<file path="src/hw/rtl/ethernet_ip_header_parser_defines.svh">
// Assertion macros for the Ethernet/IP header parser.
// Used by the top level; expects clk and arst_n in scope.
`ifndef ETHERNET_IP_HEADER_PARSER_DEFINES_SVH
`define ETHERNET_IP_HEADER_PARSER_DEFINES_SVH

// Same-cycle implication, disabled while in reset.
`define EIPH_ASSERT_IMPL(label, cond, prop, msg) \
	label: assert property (@(posedge clk) disable iff (!arst_n) (cond) |-> (prop)) \
		else $error(msg);

// Next-cycle implication, disabled while in reset.
`define EIPH_ASSERT_NEXT(label, cond, prop, msg) \
	label: assert property (@(posedge clk) disable iff (!arst_n) (cond) |=> (prop)) \
		else $error(msg);

`endif

</file>
<file path="src/hw/rtl/eiph_pkg.sv">
// Shared types, codes and helpers for the Ethernet/IP header parser.
// No dependencies; used by eiph_frame_track, eiph_summary and the top level.
`default_nettype none

package eiph_pkg;

	localparam int unsigned MAX_FRAME_BYTES_DEF = 2048;

	// ethertypes and IP protocol numbers
	localparam logic [15:0] ETH_TYPE_ARP  = 16'h0806;
	localparam logic [15:0] ETH_TYPE_IPV4 = 16'h0800;
	localparam logic [7:0]  IP_PROTO_ICMP = 8'd1;
	localparam logic [7:0]  IP_PROTO_TCP  = 8'd6;
	localparam logic [7:0]  IP_PROTO_UDP  = 8'd17;
	localparam logic [15:0] ARP_OP_REQUEST = 16'd1;
	localparam logic [15:0] ARP_OP_REPLY   = 16'd2;

	// frame byte offsets
	localparam int unsigned OFS_TYPE_HI = 12;
	localparam int unsigned OFS_TYPE_LO = 13;
	localparam int unsigned OFS_IP      = 14;
	localparam int unsigned OFS_ARP_OP_HI = 20;
	localparam int unsigned OFS_ARP_OP_LO = 21;

	// offsets inside the IPv4 header
	localparam int unsigned IP_OFS_TOTLEN_HI = 2;
	localparam int unsigned IP_OFS_TOTLEN_LO = 3;
	localparam int unsigned IP_OFS_TTL   = 8;
	localparam int unsigned IP_OFS_PROTO = 9;
	localparam int unsigned IP_OFS_ADDR  = 12;
	localparam int unsigned IP_OFS_ADDR_END = 20;

	// offsets inside the layer-4 header
	localparam int unsigned L4_OFS_PORTS_END = 4;
	localparam int unsigned L4_OFS_TCP_FLAGS = 13;

	// result codes
	localparam logic [1:0] FK_OTHER = 2'd0;
	localparam logic [1:0] FK_ARP   = 2'd1;
	localparam logic [1:0] FK_IPV4  = 2'd2;

	localparam logic [2:0] L4_NONE    = 3'd0;
	localparam logic [2:0] L4_TCP     = 3'd1;
	localparam logic [2:0] L4_UDP     = 3'd2;
	localparam logic [2:0] L4_ICMP    = 3'd3;
	localparam logic [2:0] L4_UNKNOWN = 3'd4;

	localparam logic [1:0] ARP_K_OTHER   = 2'd0;
	localparam logic [1:0] ARP_K_REQUEST = 2'd1;
	localparam logic [1:0] ARP_K_REPLY   = 2'd2;

	localparam logic [15:0] OC_ZERO_NEG = 16'hffff;

	typedef struct packed {
		logic [7:0] data_byte;
		logic       last_byte;
	} in_beat_t;

	typedef struct packed {
		logic [1:0]  frame_kind;
		logic [2:0]  l4_kind;
		logic [5:0]  ip_header_len;
		logic        ip_checksum_ok;
		logic        tcp_checksum_ok;
		logic [15:0] source_port;
		logic [15:0] dest_port;
		logic [7:0]  tcp_flag_bits;
		logic [1:0]  arp_kind;
		logic [7:0]  icmp_kind;
		logic [7:0]  time_to_live;
	} result_t;

	// frame state captured at the last byte
	typedef struct packed {
		logic [15:0] frame_type;
		logic [5:0]  hdr_len;
		logic [15:0] total_len;
		logic [7:0]  protocol;
		logic [15:0] hdr_sum;
		logic [15:0] seg_sum;
		logic [15:0] addr_sum;
		logic [31:0] ports;
		logic [7:0]  ttl;
		logic [7:0]  tcp_flags;
		logic [15:0] arp_op;
		logic [7:0]  icmp_type;
	} snap_t;

	// ones'-complement 16-bit add with end-around carry
	function automatic logic [15:0] oc_add(input logic [15:0] a, input logic [15:0] b);
		logic [16:0] t;
		t = {1'b0, a} + {1'b0, b};
		return t[15:0] + {15'd0, t[16]};
	endfunction

	// byte placed in its 16-bit word by position parity
	function automatic logic [15:0] byte_word(input logic [7:0] b, input logic odd);
		return odd ? {8'h00, b} : {b, 8'h00};
	endfunction

endpackage

`default_nettype wire

</file>
<file path="src/hw/rtl/eiph_stream_if.sv">
// Valid/ready stream channel for the Ethernet/IP header parser.
// Payload type is set where the channel is instantiated.
`default_nettype none

interface eiph_stream_if #(
	parameter type data_t = logic
) ();
	logic  valid;
	logic  ready;
	data_t data;

	modport source (output valid, output data, input ready);
	modport sink (input valid, input data, output ready);
endinterface

`default_nettype wire

</file>
<file path="src/hw/rtl/eiph_frame_track.sv">
// Per-byte frame state: ethertype, IPv4 header fields, running checksums.
// Uses eiph_pkg and eiph_stream_if; hands a snapshot on each last byte.
`default_nettype none

module eiph_frame_track #(
	parameter int unsigned MAX_FRAME_BYTES = eiph_pkg::MAX_FRAME_BYTES_DEF
) (
	input  wire             clk,
	input  wire             arst_n,
	eiph_stream_if.sink     frame,
	output eiph_pkg::snap_t snap_s1,
	output logic            snap_valid_s1,
	input  wire             snap_ready
);
	localparam int unsigned POS_W = $clog2(MAX_FRAME_BYTES + 1);
	localparam logic [POS_W-1:0] POS_LIMIT = POS_W'(MAX_FRAME_BYTES);

	logic [POS_W-1:0] pos_q, pos_n;
	logic [15:0] ftw_q, ftw_n;
	logic [5:0]  hl_q, hl_n;
	logic [15:0] tl_q, tl_n;
	logic [7:0]  proto_q, proto_n;
	logic [15:0] hsum_q, hsum_n;
	logic [15:0] ssum_q, ssum_n;
	logic [15:0] asum_q, asum_n;
	logic [31:0] ports_q, ports_n;
	logic [7:0]  ttl_q, ttl_n;
	logic [7:0]  flags_q, flags_n;
	logic [15:0] arp_op_q, arp_op_n;
	logic [7:0]  icmp_q, icmp_n;

	logic [POS_W-1:0] ip_idx;
	logic [POS_W-1:0] l4_idx;
	logic [15:0] seg_len;
	logic [15:0] bword;
	logic [7:0]  b;
	logic        accept;

	assign b = frame.data.data_byte;
	assign frame.ready = !snap_valid_s1 || snap_ready;
	assign accept = frame.valid && frame.ready;

	always_comb begin
		pos_n    = pos_q;
		ftw_n    = ftw_q;
		hl_n     = hl_q;
		tl_n     = tl_q;
		proto_n  = proto_q;
		hsum_n   = hsum_q;
		ssum_n   = ssum_q;
		asum_n   = asum_q;
		ports_n  = ports_q;
		ttl_n    = ttl_q;
		flags_n  = flags_q;
		arp_op_n = arp_op_q;
		icmp_n   = icmp_q;

		// word parity of the IP and L4 offsets equals pos parity (header len is 4-aligned)
		bword   = eiph_pkg::byte_word(b, pos_q[0]);
		ip_idx  = pos_q - POS_W'(eiph_pkg::OFS_IP);
		l4_idx  = '0;
		seg_len = '0;

		if (pos_q < POS_LIMIT) begin
			pos_n = pos_q + POS_W'(1);
			if (pos_q == POS_W'(eiph_pkg::OFS_TYPE_HI)) begin
				ftw_n[15:8] = b;
			end else if (pos_q == POS_W'(eiph_pkg::OFS_TYPE_LO)) begin
				ftw_n[7:0] = b;
			end else if (ftw_q == eiph_pkg::ETH_TYPE_ARP &&
					(pos_q == POS_W'(eiph_pkg::OFS_ARP_OP_HI) ||
					 pos_q == POS_W'(eiph_pkg::OFS_ARP_OP_LO))) begin
				if (pos_q == POS_W'(eiph_pkg::OFS_ARP_OP_HI)) begin
					arp_op_n[15:8] = b;
				end else begin
					arp_op_n[7:0] = b;
				end
			end else if (ftw_q == eiph_pkg::ETH_TYPE_IPV4 &&
					pos_q >= POS_W'(eiph_pkg::OFS_IP)) begin
				if (ip_idx == '0) begin
					hl_n = {b[3:0], 2'b00};
				end
				if (ip_idx == POS_W'(eiph_pkg::IP_OFS_TOTLEN_HI)) begin
					tl_n[15:8] = b;
				end
				if (ip_idx == POS_W'(eiph_pkg::IP_OFS_TOTLEN_LO)) begin
					tl_n[7:0] = b;
				end
				if (ip_idx == POS_W'(eiph_pkg::IP_OFS_TTL)) begin
					ttl_n = b;
				end
				if (ip_idx == POS_W'(eiph_pkg::IP_OFS_PROTO)) begin
					proto_n = b;
				end
				if (ip_idx >= POS_W'(eiph_pkg::IP_OFS_ADDR) &&
						ip_idx < POS_W'(eiph_pkg::IP_OFS_ADDR_END)) begin
					asum_n = eiph_pkg::oc_add(asum_q, bword);
				end
				if (ip_idx < POS_W'(hl_n)) begin
					hsum_n = eiph_pkg::oc_add(hsum_q, bword);
				end else begin
					l4_idx  = ip_idx - POS_W'(hl_n);
					seg_len = tl_n - {10'd0, hl_n};
					if (l4_idx < POS_W'(eiph_pkg::L4_OFS_PORTS_END)) begin
						case (l4_idx[1:0])
							2'd0:    ports_n[31:24] = b;
							2'd1:    ports_n[23:16] = b;
							2'd2:    ports_n[15:8]  = b;
							default: ports_n[7:0]   = b;
						endcase
					end
					if (l4_idx == '0) begin
						icmp_n = b;
					end
					if (l4_idx == POS_W'(eiph_pkg::L4_OFS_TCP_FLAGS)) begin
						flags_n = b;
					end
					if (l4_idx >= POS_W'(eiph_pkg::L4_OFS_PORTS_END) &&
							17'(l4_idx) < 17'(seg_len)) begin
						ssum_n = eiph_pkg::oc_add(ssum_q, bword);
					end
				end
			end
		end
	end

	// frame state: cleared after every last byte
	always_ff @(posedge clk or negedge arst_n) begin
		if (!arst_n) begin
			pos_q    <= '0;
			ftw_q    <= '0;
			hl_q     <= '0;
			tl_q     <= '0;
			proto_q  <= '0;
			hsum_q   <= '0;
			ssum_q   <= '0;
			asum_q   <= '0;
			ports_q  <= '0;
			ttl_q    <= '0;
			flags_q  <= '0;
			arp_op_q <= '0;
			icmp_q   <= '0;
		end else if (accept) begin
			if (frame.data.last_byte) begin
				pos_q    <= '0;
				ftw_q    <= '0;
				hl_q     <= '0;
				tl_q     <= '0;
				proto_q  <= '0;
				hsum_q   <= '0;
				ssum_q   <= '0;
				asum_q   <= '0;
				ports_q  <= '0;
				ttl_q    <= '0;
				flags_q  <= '0;
				arp_op_q <= '0;
				icmp_q   <= '0;
			end else begin
				pos_q    <= pos_n;
				ftw_q    <= ftw_n;
				hl_q     <= hl_n;
				tl_q     <= tl_n;
				proto_q  <= proto_n;
				hsum_q   <= hsum_n;
				ssum_q   <= ssum_n;
				asum_q   <= asum_n;
				ports_q  <= ports_n;
				ttl_q    <= ttl_n;
				flags_q  <= flags_n;
				arp_op_q <= arp_op_n;
				icmp_q   <= icmp_n;
			end
		end
	end

	always_ff @(posedge clk or negedge arst_n) begin
		if (!arst_n) begin
			snap_valid_s1 <= 1'b0;
		end else if (accept && frame.data.last_byte) begin
			snap_valid_s1 <= 1'b1;
		end else if (snap_ready) begin
			snap_valid_s1 <= 1'b0;
		end
	end

	always_ff @(posedge clk) begin
		if (accept && frame.data.last_byte) begin
			snap_s1.frame_type <= ftw_n;
			snap_s1.hdr_len    <= hl_n;
			snap_s1.total_len  <= tl_n;
			snap_s1.protocol   <= proto_n;
			snap_s1.hdr_sum    <= hsum_n;
			snap_s1.seg_sum    <= ssum_n;
			snap_s1.addr_sum   <= asum_n;
			snap_s1.ports      <= ports_n;
			snap_s1.ttl        <= ttl_n;
			snap_s1.tcp_flags  <= flags_n;
			snap_s1.arp_op     <= arp_op_n;
			snap_s1.icmp_type  <= icmp_n;
		end
	end

endmodule

`default_nettype wire

</file>
<file path="src/hw/rtl/eiph_summary.sv">
// Builds the frame summary from a snapshot; finishes the TCP checksum.
// Uses eiph_pkg and eiph_stream_if; two register stages to the output.
`default_nettype none

module eiph_summary (
	input  wire             clk,
	input  wire             arst_n,
	input  eiph_pkg::snap_t snap_s1,
	input  wire             snap_valid_s1,
	output logic            snap_ready,
	eiph_stream_if.source   summary
);
	eiph_pkg::result_t part;
	eiph_pkg::result_t part_s2;
	eiph_pkg::result_t out_d;
	logic              valid_s2;
	logic [15:0]       sum_a_s2, sum_b_s2, sum_c_s2;

	logic [15:0] seg_len;
	logic [15:0] src_w, dst_w;
	logic [15:0] tcp_sum;
	logic        out_adv;
	logic        adv_s2;

	assign out_adv    = !summary.valid || summary.ready;
	assign adv_s2     = !valid_s2 || out_adv;
	assign snap_ready = adv_s2;

	always_comb begin
		part    = '0;
		seg_len = snap_s1.total_len - {10'd0, snap_s1.hdr_len};

		if (snap_s1.frame_type == eiph_pkg::ETH_TYPE_ARP) begin
			part.frame_kind = eiph_pkg::FK_ARP;
			if (snap_s1.arp_op == eiph_pkg::ARP_OP_REQUEST) begin
				part.arp_kind = eiph_pkg::ARP_K_REQUEST;
			end else if (snap_s1.arp_op == eiph_pkg::ARP_OP_REPLY) begin
				part.arp_kind = eiph_pkg::ARP_K_REPLY;
			end else begin
				part.arp_kind = eiph_pkg::ARP_K_OTHER;
			end
		end else if (snap_s1.frame_type == eiph_pkg::ETH_TYPE_IPV4) begin
			part.frame_kind     = eiph_pkg::FK_IPV4;
			part.ip_header_len  = snap_s1.hdr_len;
			part.ip_checksum_ok = (snap_s1.hdr_sum == eiph_pkg::OC_ZERO_NEG);
			part.time_to_live   = snap_s1.ttl;
			unique case (snap_s1.protocol)
				eiph_pkg::IP_PROTO_TCP: begin
					part.l4_kind       = eiph_pkg::L4_TCP;
					part.source_port   = snap_s1.ports[31:16];
					part.dest_port     = snap_s1.ports[15:0];
					part.tcp_flag_bits = snap_s1.tcp_flags;
				end
				eiph_pkg::IP_PROTO_UDP: begin
					part.l4_kind     = eiph_pkg::L4_UDP;
					part.source_port = snap_s1.ports[31:16];
					part.dest_port   = snap_s1.ports[15:0];
				end
				eiph_pkg::IP_PROTO_ICMP: begin
					part.l4_kind   = eiph_pkg::L4_ICMP;
					part.icmp_kind = snap_s1.icmp_type;
				end
				default: begin
					part.l4_kind = eiph_pkg::L4_UNKNOWN;
				end
			endcase
		end else begin
			part.frame_kind = eiph_pkg::FK_OTHER;
		end

		// port bytes count only where they lie inside the segment
		if (seg_len == 16'd0) begin
			src_w = '0;
		end else if (seg_len == 16'd1) begin
			src_w = {snap_s1.ports[31:24], 8'h00};
		end else begin
			src_w = snap_s1.ports[31:16];
		end
		if (seg_len <= 16'd2) begin
			dst_w = '0;
		end else if (seg_len == 16'd3) begin
			dst_w = {snap_s1.ports[15:8], 8'h00};
		end else begin
			dst_w = snap_s1.ports[15:0];
		end
	end

	always_ff @(posedge clk or negedge arst_n) begin
		if (!arst_n) begin
			valid_s2 <= 1'b0;
		end else if (adv_s2) begin
			valid_s2 <= snap_valid_s1;
		end
	end

	// partial pseudo-header sums; final fold in the output stage
	always_ff @(posedge clk) begin
		if (adv_s2 && snap_valid_s1) begin
			part_s2  <= part;
			sum_a_s2 <= eiph_pkg::oc_add(snap_s1.seg_sum, src_w);
			sum_b_s2 <= eiph_pkg::oc_add(dst_w, snap_s1.addr_sum);
			sum_c_s2 <= eiph_pkg::oc_add({8'h00, snap_s1.protocol}, seg_len);
		end
	end

	assign tcp_sum = eiph_pkg::oc_add(eiph_pkg::oc_add(sum_a_s2, sum_b_s2), sum_c_s2);

	// output word: stage-2 fields plus the finished TCP check
	always_comb begin
		out_d                 = part_s2;
		out_d.tcp_checksum_ok = (part_s2.l4_kind == eiph_pkg::L4_TCP) &&
			(tcp_sum == eiph_pkg::OC_ZERO_NEG);
	end

	always_ff @(posedge clk or negedge arst_n) begin
		if (!arst_n) begin
			summary.valid <= 1'b0;
		end else if (out_adv) begin
			summary.valid <= valid_s2;
		end
	end

	always_ff @(posedge clk) begin
		if (out_adv && valid_s2) begin
			summary.data <= out_d;
		end
	end

endmodule

`default_nettype wire

</file>
<file path="src/hw/rtl/ethernet_ip_header_parser.sv">
// Ethernet/IPv4 header parser: one frame byte per beat, one summary per frame.
// Throughput: one byte per cycle; input stalls only while a snapshot waits on a stalled output.
// Path to the summary: snapshot on the edge that takes the last byte, then the
//   partial checksum stage, then the output register.
// Reset (arst_n low, async): frame state cleared, all pipeline valids dropped.
// Depends on eiph_pkg, eiph_stream_if, eiph_frame_track, eiph_summary.
`default_nettype none

`include "ethernet_ip_header_parser_defines.svh"

module ethernet_ip_header_parser #(
	// bytes past this position are ignored; last_byte still ends the frame
	parameter int unsigned MAX_FRAME_BYTES = eiph_pkg::MAX_FRAME_BYTES_DEF
) (
	input  wire           clk,
	input  wire           arst_n,
	eiph_stream_if.sink   frame,
	eiph_stream_if.source summary
);
	// Snapshot of the frame state, taken on the beat that carries last_byte.
	// The tracker clears itself on that same beat, so the next frame's first
	// byte can be taken in the following cycle unless snap_ready is low.
	eiph_pkg::snap_t snap_s1;
	logic            snap_valid_s1;
	logic            snap_ready;

	// terms for the checks at the end
	logic last_taken;
	logic out_ipv4, out_no_l4, out_tcp, out_tcp_ok, out_arp, out_no_arp_kind;

	// Byte tracker: ethertype, IPv4 header fields, running header,
	// address and segment sums, ports and small captured fields.
	eiph_frame_track #(
		.MAX_FRAME_BYTES(MAX_FRAME_BYTES)
	) u_track (
		.clk          (clk),
		.arst_n       (arst_n),
		.frame        (frame),
		.snap_s1      (snap_s1),
		.snap_valid_s1(snap_valid_s1),
		.snap_ready   (snap_ready)
	);

	// Summary builder: classifies the frame, masks fields that do not apply
	// and folds the TCP pseudo-header into the segment sum over two stages.
	// The output register holds a result under backpressure while bytes of
	// the next frame keep flowing into the tracker.
	eiph_summary u_summary (
		.clk          (clk),
		.arst_n       (arst_n),
		.snap_s1      (snap_s1),
		.snap_valid_s1(snap_valid_s1),
		.snap_ready   (snap_ready),
		.summary      (summary)
	);

	assign last_taken      = frame.valid && frame.ready && frame.data.last_byte;
	assign out_ipv4        = summary.data.frame_kind == eiph_pkg::FK_IPV4;
	assign out_no_l4       = summary.data.l4_kind == eiph_pkg::L4_NONE;
	assign out_tcp         = summary.data.l4_kind == eiph_pkg::L4_TCP;
	assign out_tcp_ok      = summary.data.tcp_checksum_ok;
	assign out_arp         = summary.data.frame_kind == eiph_pkg::FK_ARP;
	assign out_no_arp_kind = summary.data.arp_kind == eiph_pkg::ARP_K_OTHER;

	// A taken last byte always produces a snapshot in the next cycle.
	`EIPH_ASSERT_NEXT(a_last_snaps, last_taken, snap_valid_s1, "last byte gave no snapshot")
	// Layer-4 kind is only reported for IPv4 frames.
	`EIPH_ASSERT_IMPL(a_l4_ipv4_only, summary.valid, out_ipv4 || out_no_l4, "l4 kind on non-IPv4")
	// TCP checksum flag only for TCP.
	`EIPH_ASSERT_IMPL(a_tcp_ok_tcp_only, summary.valid && out_tcp_ok, out_tcp, "tcp ok on non-TCP")
	// ARP kind only for ARP frames.
	`EIPH_ASSERT_IMPL(a_arp_kind_arp_only, summary.valid && !out_arp, out_no_arp_kind, "arp kind on non-ARP")

endmodule

`default_nettype wire

</file>
<file path="src/flat_wrapper.sv">
// flat-port wrapper written by rule: the top's interface ports become plain ports
module ethernet_ip_header_parser_flat import eiph_pkg::*;
#(
	                                                                       
	parameter int unsigned MAX_FRAME_BYTES = eiph_pkg::MAX_FRAME_BYTES_DEF
)
  (clk, arst_n, frame_valid, frame_data, frame_ready, summary_valid, summary_data, summary_ready);
  eiph_stream_if #(.data_t(in_beat_t)) frame_i ();
  eiph_stream_if #(.data_t(result_t)) summary_i ();
  input  wire clk;
  input  wire arst_n;
  input wire logic [$bits(frame_i.valid)-1:0] frame_valid;
  input wire logic [$bits(frame_i.data)-1:0] frame_data;
  output wire logic [$bits(frame_i.ready)-1:0] frame_ready;
  output wire logic [$bits(summary_i.valid)-1:0] summary_valid;
  output wire logic [$bits(summary_i.data)-1:0] summary_data;
  input wire logic [$bits(summary_i.ready)-1:0] summary_ready;
  assign frame_i.valid = frame_valid;
  assign frame_i.data = frame_data;
  assign frame_ready = frame_i.ready;
  assign summary_valid = summary_i.valid;
  assign summary_data = summary_i.data;
  assign summary_i.ready = summary_ready;
  ethernet_ip_header_parser #(.MAX_FRAME_BYTES(MAX_FRAME_BYTES)) u_core (.clk(clk), .arst_n(arst_n), .frame(frame_i), .summary(summary_i));
endmodule
</file>
<file path="config.mk">
export PLATFORM = sky130hd
export DESIGN_NAME = ethernet_ip_header_parser_flat
export DESIGN_NICKNAME = d
export VERILOG_FILES = /design/src/hw/rtl/eiph_pkg.sv /design/src/hw/rtl/eiph_stream_if.sv /design/src/hw/rtl/eiph_frame_track.sv /design/src/hw/rtl/eiph_summary.sv /design/src/hw/rtl/ethernet_ip_header_parser.sv /design/src/flat_wrapper.sv
export VERILOG_INCLUDE_DIRS = /design/src /design/src/hw/rtl
export SDC_FILE = /design/constraint.sdc
export NUM_CORES = 1
export LEC_CHECK = 0
export BUFFER_PORTS_ARGS = -buffer_cell sky130_fd_sc_hd__clkbuf_2
export CORE_MARGIN = 3
export CORE_UTILIZATION = 45
export DETAILED_ROUTE_END_ITERATION = 10
export GPL_TIMING_DRIVEN = 0
export HOLD_SLACK_MARGIN = 0.15
export PLACE_DENSITY = 0.71
export SETUP_SLACK_MARGIN = 0.15
export SYNTH_ARGS = -nofsm -noshare
export SYNTH_HDL_FRONTEND = slang
export SYNTH_SLANG_ARGS = --single-unit
export TNS_END_PERCENT = 100
</file>
<file path="constraint.sdc">
create_clock -name clk -period 18.7 [get_ports clk]
set_clock_uncertainty 0.15 [all_clocks]
set_input_delay 2.805 -clock clk [delete_from_list [all_inputs] [get_ports clk]]
set_output_delay 2.805 -clock clk [all_outputs]
set_load 0.02 [all_outputs]
</file>
After elaboration in Yosys (flattened, before gate mapping). Cells that the tools add are included.

Flip-flop bits (word level): 536. Logic and storage cells: 262. Output and inout port bits: 73.

Bitwise logic cells: 5. Muxes and demuxes: 119. Equal/unequal tests: 25. Magnitude comparators: 9. Reduce and logical (&&, ||, !) cells: 30. Add/sub/neg operators: 21.

Operators by type and width (count): $mux W16 (38); $mux W8 (53); $mux W32 (8); $add A16 B1 Y16 (8); $add A16 B16 Y17 (7); $mux W6 (12); $eq A16 B12 Y1 const B (4); $eq A12 B4 Y1 const B (5); $eq A16 B1 Y1 const B (2); $eq A16 B16 Y1 const B (2); $eq A16 B2 Y1 const B (2); $sub A16 B6 Y16 (2); $eq A12 B2 Y1 const B (2); $eq A12 B5 Y1 const B (2); $ge A12 B4 Y1 const B (2); $logic_not A12 Y1 (2); $mux W12 (2); $add A8 B16 Y17 (1); $le A16 B2 Y1 const B (1); $logic_not A16 Y1 (1); $lt A12 B16 Y1 (1); $add A12 B1 Y12 const B (1); $ge A12 B3 Y1 const B (1); $lt A12 B12 Y1 const B (1); other kinds (23) (49).

Logic depth before layout (Yosys ltp).
Depth in word-level cells: 20. Gate-level depth with buffers: 39. Gate-level depth less buffers: 39.

By module. Synthesis repeated with hierarchy kept, for this count alone.

Cells, all modules: 2691. Area total of the unflattened synthesis: 30703.2 sq um.

By module, submodules not included: eiph_frame_track (cells an instance 1638, instances 1, seq. area each 9464.1 sq um, area an instance 18647.9 sq um); eiph_summary (cells an instance 1053, instances 1, seq. area each 5725.5 sq um, area an instance 12055.3 sq um).

Least setup slack after synthesis. OpenSTA, ideal clock, no wires.

Kind: in2reg. Start point: in summary_ready. End point: reg u_core.u_track.snap_s1[0] (netlist name). Library setup time: 0.702 ns. Data arrival time: 10.645 ns. Setup slack: 7.202 ns. Stages on the path: 6. Buffers on the path: 2. Cells stage by stage: nor2b_1 nand3_1 nand2_1 clkbuf_1 clkbuf_1 nor2_1.

Cells in the longest elaborated chain, start to end: 5.

RTL lines: from (decl) (line flat_wrapper.sv:17) `input wire logic [$bits(summary_i.ready)-1:0] summary_ready;`; $logic_or A1 B1 Y1 (line eiph_summary.sv:25) `assign out_adv = !summary.valid || summary.ready;`; $logic_or A1 B1 Y1 (line eiph_summary.sv:26) `assign adv_s2 = !valid_s2 || out_adv;`; $logic_or A1 B1 Y1 (line eiph_frame_track.sv:40) `assign frame.ready = !snap_valid_s1 || snap_ready;`; net frame_ready (line flat_wrapper.sv:14) `output wire logic [$bits(frame_i.ready)-1:0] frame_ready;`; $logic_and A1 B1 Y1; $logic_and A1 B1 Y1 (line eiph_frame_track.sv:187) `if (accept && frame.data.last_byte) begin`.

The timed path passes the listed nets, and every way through them passes these cells. A chain may end at the register's enable or synchronous reset.

Worst setup path in the final report.
Start point: in frame_data[4]. End point: reg u_core.u_track.ssum_q[15].

Cells in the longest elaborated chain, start to end: 17. Elaborated cells on any way between the ends: 35.

RTL lines: from (decl) (line flat_wrapper.sv:13) `input wire logic [$bits(frame_i.data)-1:0] frame_data;`; $mux W8, or another cell as far along (line eiph_frame_track.sv:86) `if (ip_idx == POS_W'(eiph_pkg::IP_OFS_TOTLEN_LO)) begin`; $mux W8 or $mux W6 (tied branches) (line eiph_frame_track.sv:78) `end else if (ftw_q == eiph_pkg::ETH_TYPE_IPV4 &&`; $mux W8 or $mux W6 (tied branches) (line eiph_frame_track.sv:70) `end else if (ftw_q == eiph_pkg::ETH_TYPE_ARP &&`; $mux W8 or $mux W6 (tied branches) (line eiph_frame_track.sv:68) `end else if (pos_q == POS_W'(eiph_pkg::OFS_TYPE_LO)) begin`; $mux W8 or $mux W6 (tied branches) (line eiph_frame_track.sv:66) `if (pos_q == POS_W'(eiph_pkg::OFS_TYPE_HI)) begin`; $mux W8 or $mux W6 (tied branches) (line eiph_frame_track.sv:64) `if (pos_q < POS_LIMIT) begin`; $sub A16 B6 Y16 or $sub A12 B6 Y12 (tied branches) (line eiph_frame_track.sv:103, eiph_frame_track.sv:102); $lt A12 B16 Y1 or $ge A12 B3 Y1 (tied branches) (line eiph_frame_track.sv:119, eiph_frame_track.sv:118); $logic_and A1 B1 Y1 (line eiph_frame_track.sv:118) `if (l4_idx >= POS_W'(eiph_pkg::L4_OFS_PORTS_END) &&`; $mux W16 (line eiph_frame_track.sv:118); $mux W16 * (line eiph_frame_track.sv:99) `if (ip_idx < POS_W'(hl_n)) begin`; $mux W16 * (line eiph_frame_track.sv:78); $mux W16 * (line eiph_frame_track.sv:70); $mux W16 * (line eiph_frame_track.sv:68); $mux W16 * (line eiph_frame_track.sv:66); $mux W16 * (line eiph_frame_track.sv:64); $mux W16 * (line eiph_frame_track.sv:144) `if (frame.data.last_byte) begin`; to (signal assigned) (line eiph_frame_track.sv:165) `ssum_q <= ssum_n;`; to (decl) (line eiph_frame_track.sv:24) `logic [15:0] ssum_q, ssum_n;`.

Every way passes the cells marked *; elsewhere a longest branch is shown, timed or not. The select of a mux whose other input is x is not followed.

==> summary.txt <==
Cells and area
  – Share of cells above drive strength 1: 13.0%
  – Layout filler cell count: between 5k and 6k
  – Non-Filler Instances: 3701
  – Register area: between 0.015 and 0.02 mm²
  – Fin util: roughly half
  – Area growth from synthesis to layout: 11.4%
  – Fin area: 0.0337 mm²
  – Multi-input gate area: 0.0142 mm²
  – Fin nets: about 3.0k

Power
  – P_leak: roughly 14 nW
  – Worst vdd ir: between 60 and 70 µV
  – Net switching power: roughly 740 µW
  – Internal: 2.06 mW
  – Combinational power share: about 15%
  – Seq pwr share: 47.4%
  – Clock power frac: a little under two fifths
  – Pwr Density: 83.4 mW/mm²
  – Sw Share: 26.5%

Synthesis
  – Async set-reset flop share out of synthesis: 33.8%
  – Yosys warns: 0
  – Synth cell types: 99
  – Register area share after synthesis: 50.3%
  – Yosys reg bits: 536
  – Adder-cell share of the synthesized area: 7.64%
  – Simple-gate portion of the synthesized area: 13.5%
  – Synth top area cells: edfxtp_1 (35%), dfrtp_1 (15%), ha_1 (6.9%), mux2_2 (4.1%), xnor2_1 (3.7%)
  – Mapped Cells: between 2k and 3k
  – Main combinational cell family by area after synthesis: simple AND/OR/NAND/NOR gates
  – Post-synthesis compound-gate area fraction: 12.4%
  – Synthesized netlist net count: 2833
  – Yosys top cell by area: edfxtp_1
  – Syn_area_per_cell: 11.4 µm²
  – Top cell type's share of synthesized area: 35.3%
  – Ys flop type: edfxtp_1
  – Post-synth EDFFs: 355
  – Mux cell area share after synthesis: 6.32%
  – XOR/XNOR Fraction of Synth Area: 7.15%
  – Mapped Area: 0.0302 mm²

Timing
  – Worst Tran Pin Value: 1.46 ns
  – Setup violations, final: 0
  – Tmin final: 8.97 ns
  – RSZ-0062 raised after global routing: no
  – TNS Setup: 0 ns
  – Fmax: 112 MHz
  – Final setup margin: 9.73 ns
  – Period utilization: 48.0%
  – Slew headroom: 1.80%
  – Count of final max-slew check failures: 0
  – Final Hold Fails: 0

Clock network
  – Cell at the root of the clock tree: clkbuf_16
  – Post-cts sizing count: 0
  – Setup Fix Bufs, Post-CTS: 0
  – Clk buf depth: 3
  – CTS buffer count: 53
  – # hold bufs at CTS: 0
  – # clock sinks: 536
  – Clk Latency, worst-skew pair: 0.60 ns
  – Clock transition at path regs: 0.06 ns
  – H-Tree Level Count: 2
  – CTS tree: yes

Route
  – DR pass1 iterations: 6
  – Post-Route WL: 76700 µm
  – Drt drc: 0
  – Routed Antenna Nets: 0
  – Average routed wire per standard cell: 20.7 µm
  – Via count: 21.1k
  – Initial DRC count: 1938
  – Vias/cell: 5.70

Outcome
  – Outcome: finished, final reports clean

Critical path
  – Startpoint types: input pin
  – CP arrival: 9.35 ns
  – Setup crit end kind: register
  – WS Path Type: input pin to register
  – WP data required: 19.08 ns
  – Crit-path max FO: 10

Global routing
  – Largest net degree at the start of global routing: 96
  – Gr ovfl total: 0
  – Vias in the first global route: 20.9k
  – First-pass GRT wire length: 118000 µm
  – Initial antenna violation count: 0
  – Total track usage: a little over a fifth

Floorplan
  – Starting Density: 45.7%
  – Core ar.: roughly 0.066 mm²
  – Die height: 265 µm
  – Die Area: 0.0703 mm²
  – # rows: 94
  – Die X: 265 µm
  – # IOs: 86

Placement
  – Placed Area: 0.0319 mm²
  – Pre-CTS setup slack: roughly 9.3 ns
  – Port Buf Inserts: 85
  – Placer Congestion: 0.925
  – Post-detail-place hpwl: roughly 58000 µm
  – Placed instance count: 3600

Run
  – Max Cap Viol: 0

Min path
  – Worst hold path class: register to register
==> cell usage after synthesis (all sizes together), types with 63 or more instances <==
| master | count |
|---|---|
| edfxtp | 355 |
| nor2b | 78 |
| a21oi | 102 |
| dfrtp | 181 |
| a21o | 71 |
| nand3 | 76 |
| xor2 | 110 |
| xnor2 | 129 |
| and2 | 69 |
| o21ai | 132 |
| clkbuf | 76 |
| nor3 | 63 |
| nand2 | 213 |
| a22o | 108 |
| inv | 95 |
| ha | 166 |
| mux2 | 124 |
| nor2 | 130 |
==> layout make-up <==
class                           instances  area share [%]
Clock buffer                           76            4.57
Buffer                                100            1.34
Timing Repair Buffer                   94            1.81
Sequential cell                       536            45.1
Clock inverter                         23           0.569
Tap cell                              864            3.21
Inverter                               96            1.07
Antenna cell                            1         0.00743
Multi-Input combinational cell       1911            42.3
==> per-layer routing <==
metal	up-vias	global-route usage [%]	wire length, µm
met5	-	0	0
met4	0	9.72	3650
met2	651	35.6	36200
li1	9997	-	-
met1	10284	28.2	32700
met3	165	3.11	4190
==> final timing paths <==
check | start | to | slack (ns) | cells past startpoint
worst max-delay path | frame_data[4] | u_core.u_track.ssum_q[15] | 9.73 | 21
worst min-delay path | u_core.u_summary.out_d[18] | u_core.u_summary.summary.data[18] | 0.27 | 0
worst max register to register | u_core.u_track.snap_s1[145] | u_core.u_summary.sum_a_s2[15] | 9.73 | 37
worst min register to register | u_core.u_summary.out_d[18] | u_core.u_summary.summary.data[18] | 0.27 | 0
max in group asynchronous | arst_n | u_core.u_track.ssum_q[4] | 15.29 | 2
min in group asynchronous | arst_n | u_core.u_track.arp_op_q[8] | 2.10 | 1
==> power groups by stage <==
stage / Clock [mW] / Sequential (mW) / Combinational (mW)
final: 1.05 / 1.33 / 0.422
after global routing: 1.13 / 1.33 / 0.465
after CTS: 1.07 / 1.33 / 0.423
after detailed placement: 0 / 1.35 / 0.419
after global placement: 0 / 1.36 / 0.401
after floorplan: 0 / 1.37 / 0.279
==> registers in the layout, indices dropped and copies added (netlist names), 32 cells and up <==
register and count:
u_core.u_summary.out_d 70, u_core.u_track.snap_s1 166, u_core.u_summary.summary.data 71, u_core.u_track.ports_q 32
==> cells by family after synthesis <==
group / Yosys count
fa+ha+maj: 178
simple gates: 787
flops: 536
xor+xnor: 241
compound gates: 535
buf+inv: 196
mux: 170
==> stage by stage <==
stage / total power, mW / hold slack (ns)
floorplan: 1.65 / 0.250
finish: 2.81 / 0.266
global placement: 1.77 / 0.255
detailed placement: 1.77 / 0.255
CTS: 2.83 / 0.266
global route: 2.92 / 0.273
==> critical path: stages <==
cell	delay (ns)
clkbuf_2	0.12
clkbuf_1	0.66
clkbuf_1	0.77
mux2i_1	0.34
ha_1	0.37
buf_2	0.16
o21a_1	0.12
a311oi_2	0.44
nand2b_1	0.12
xor2_1	0.16
mux2_2	0.29
ha_1	0.29
nand4_1	0.22
nor2_1	0.16
o21ai_0	0.19
a31o_2	0.28
nor4_2	0.58
a221oi_4	0.27
o21ai_2	0.44
buf_2	0.32
a22o_1	0.19
==> placed cells by master (no fill, tap or decap), types with 90 or more instances in the layout <==
cell type	n
nor2_1	128
a21oi_1	99
ha_1	166
clkbuf_1	90
edfxtp_1	355
dfrtp_1	181
inv_1	95
o21ai_0	127
xor2_1	110
a22o_1	108
xnor2_1	128
mux2_2	110
nand2_1	211
(Power assumes the default switching activity.)
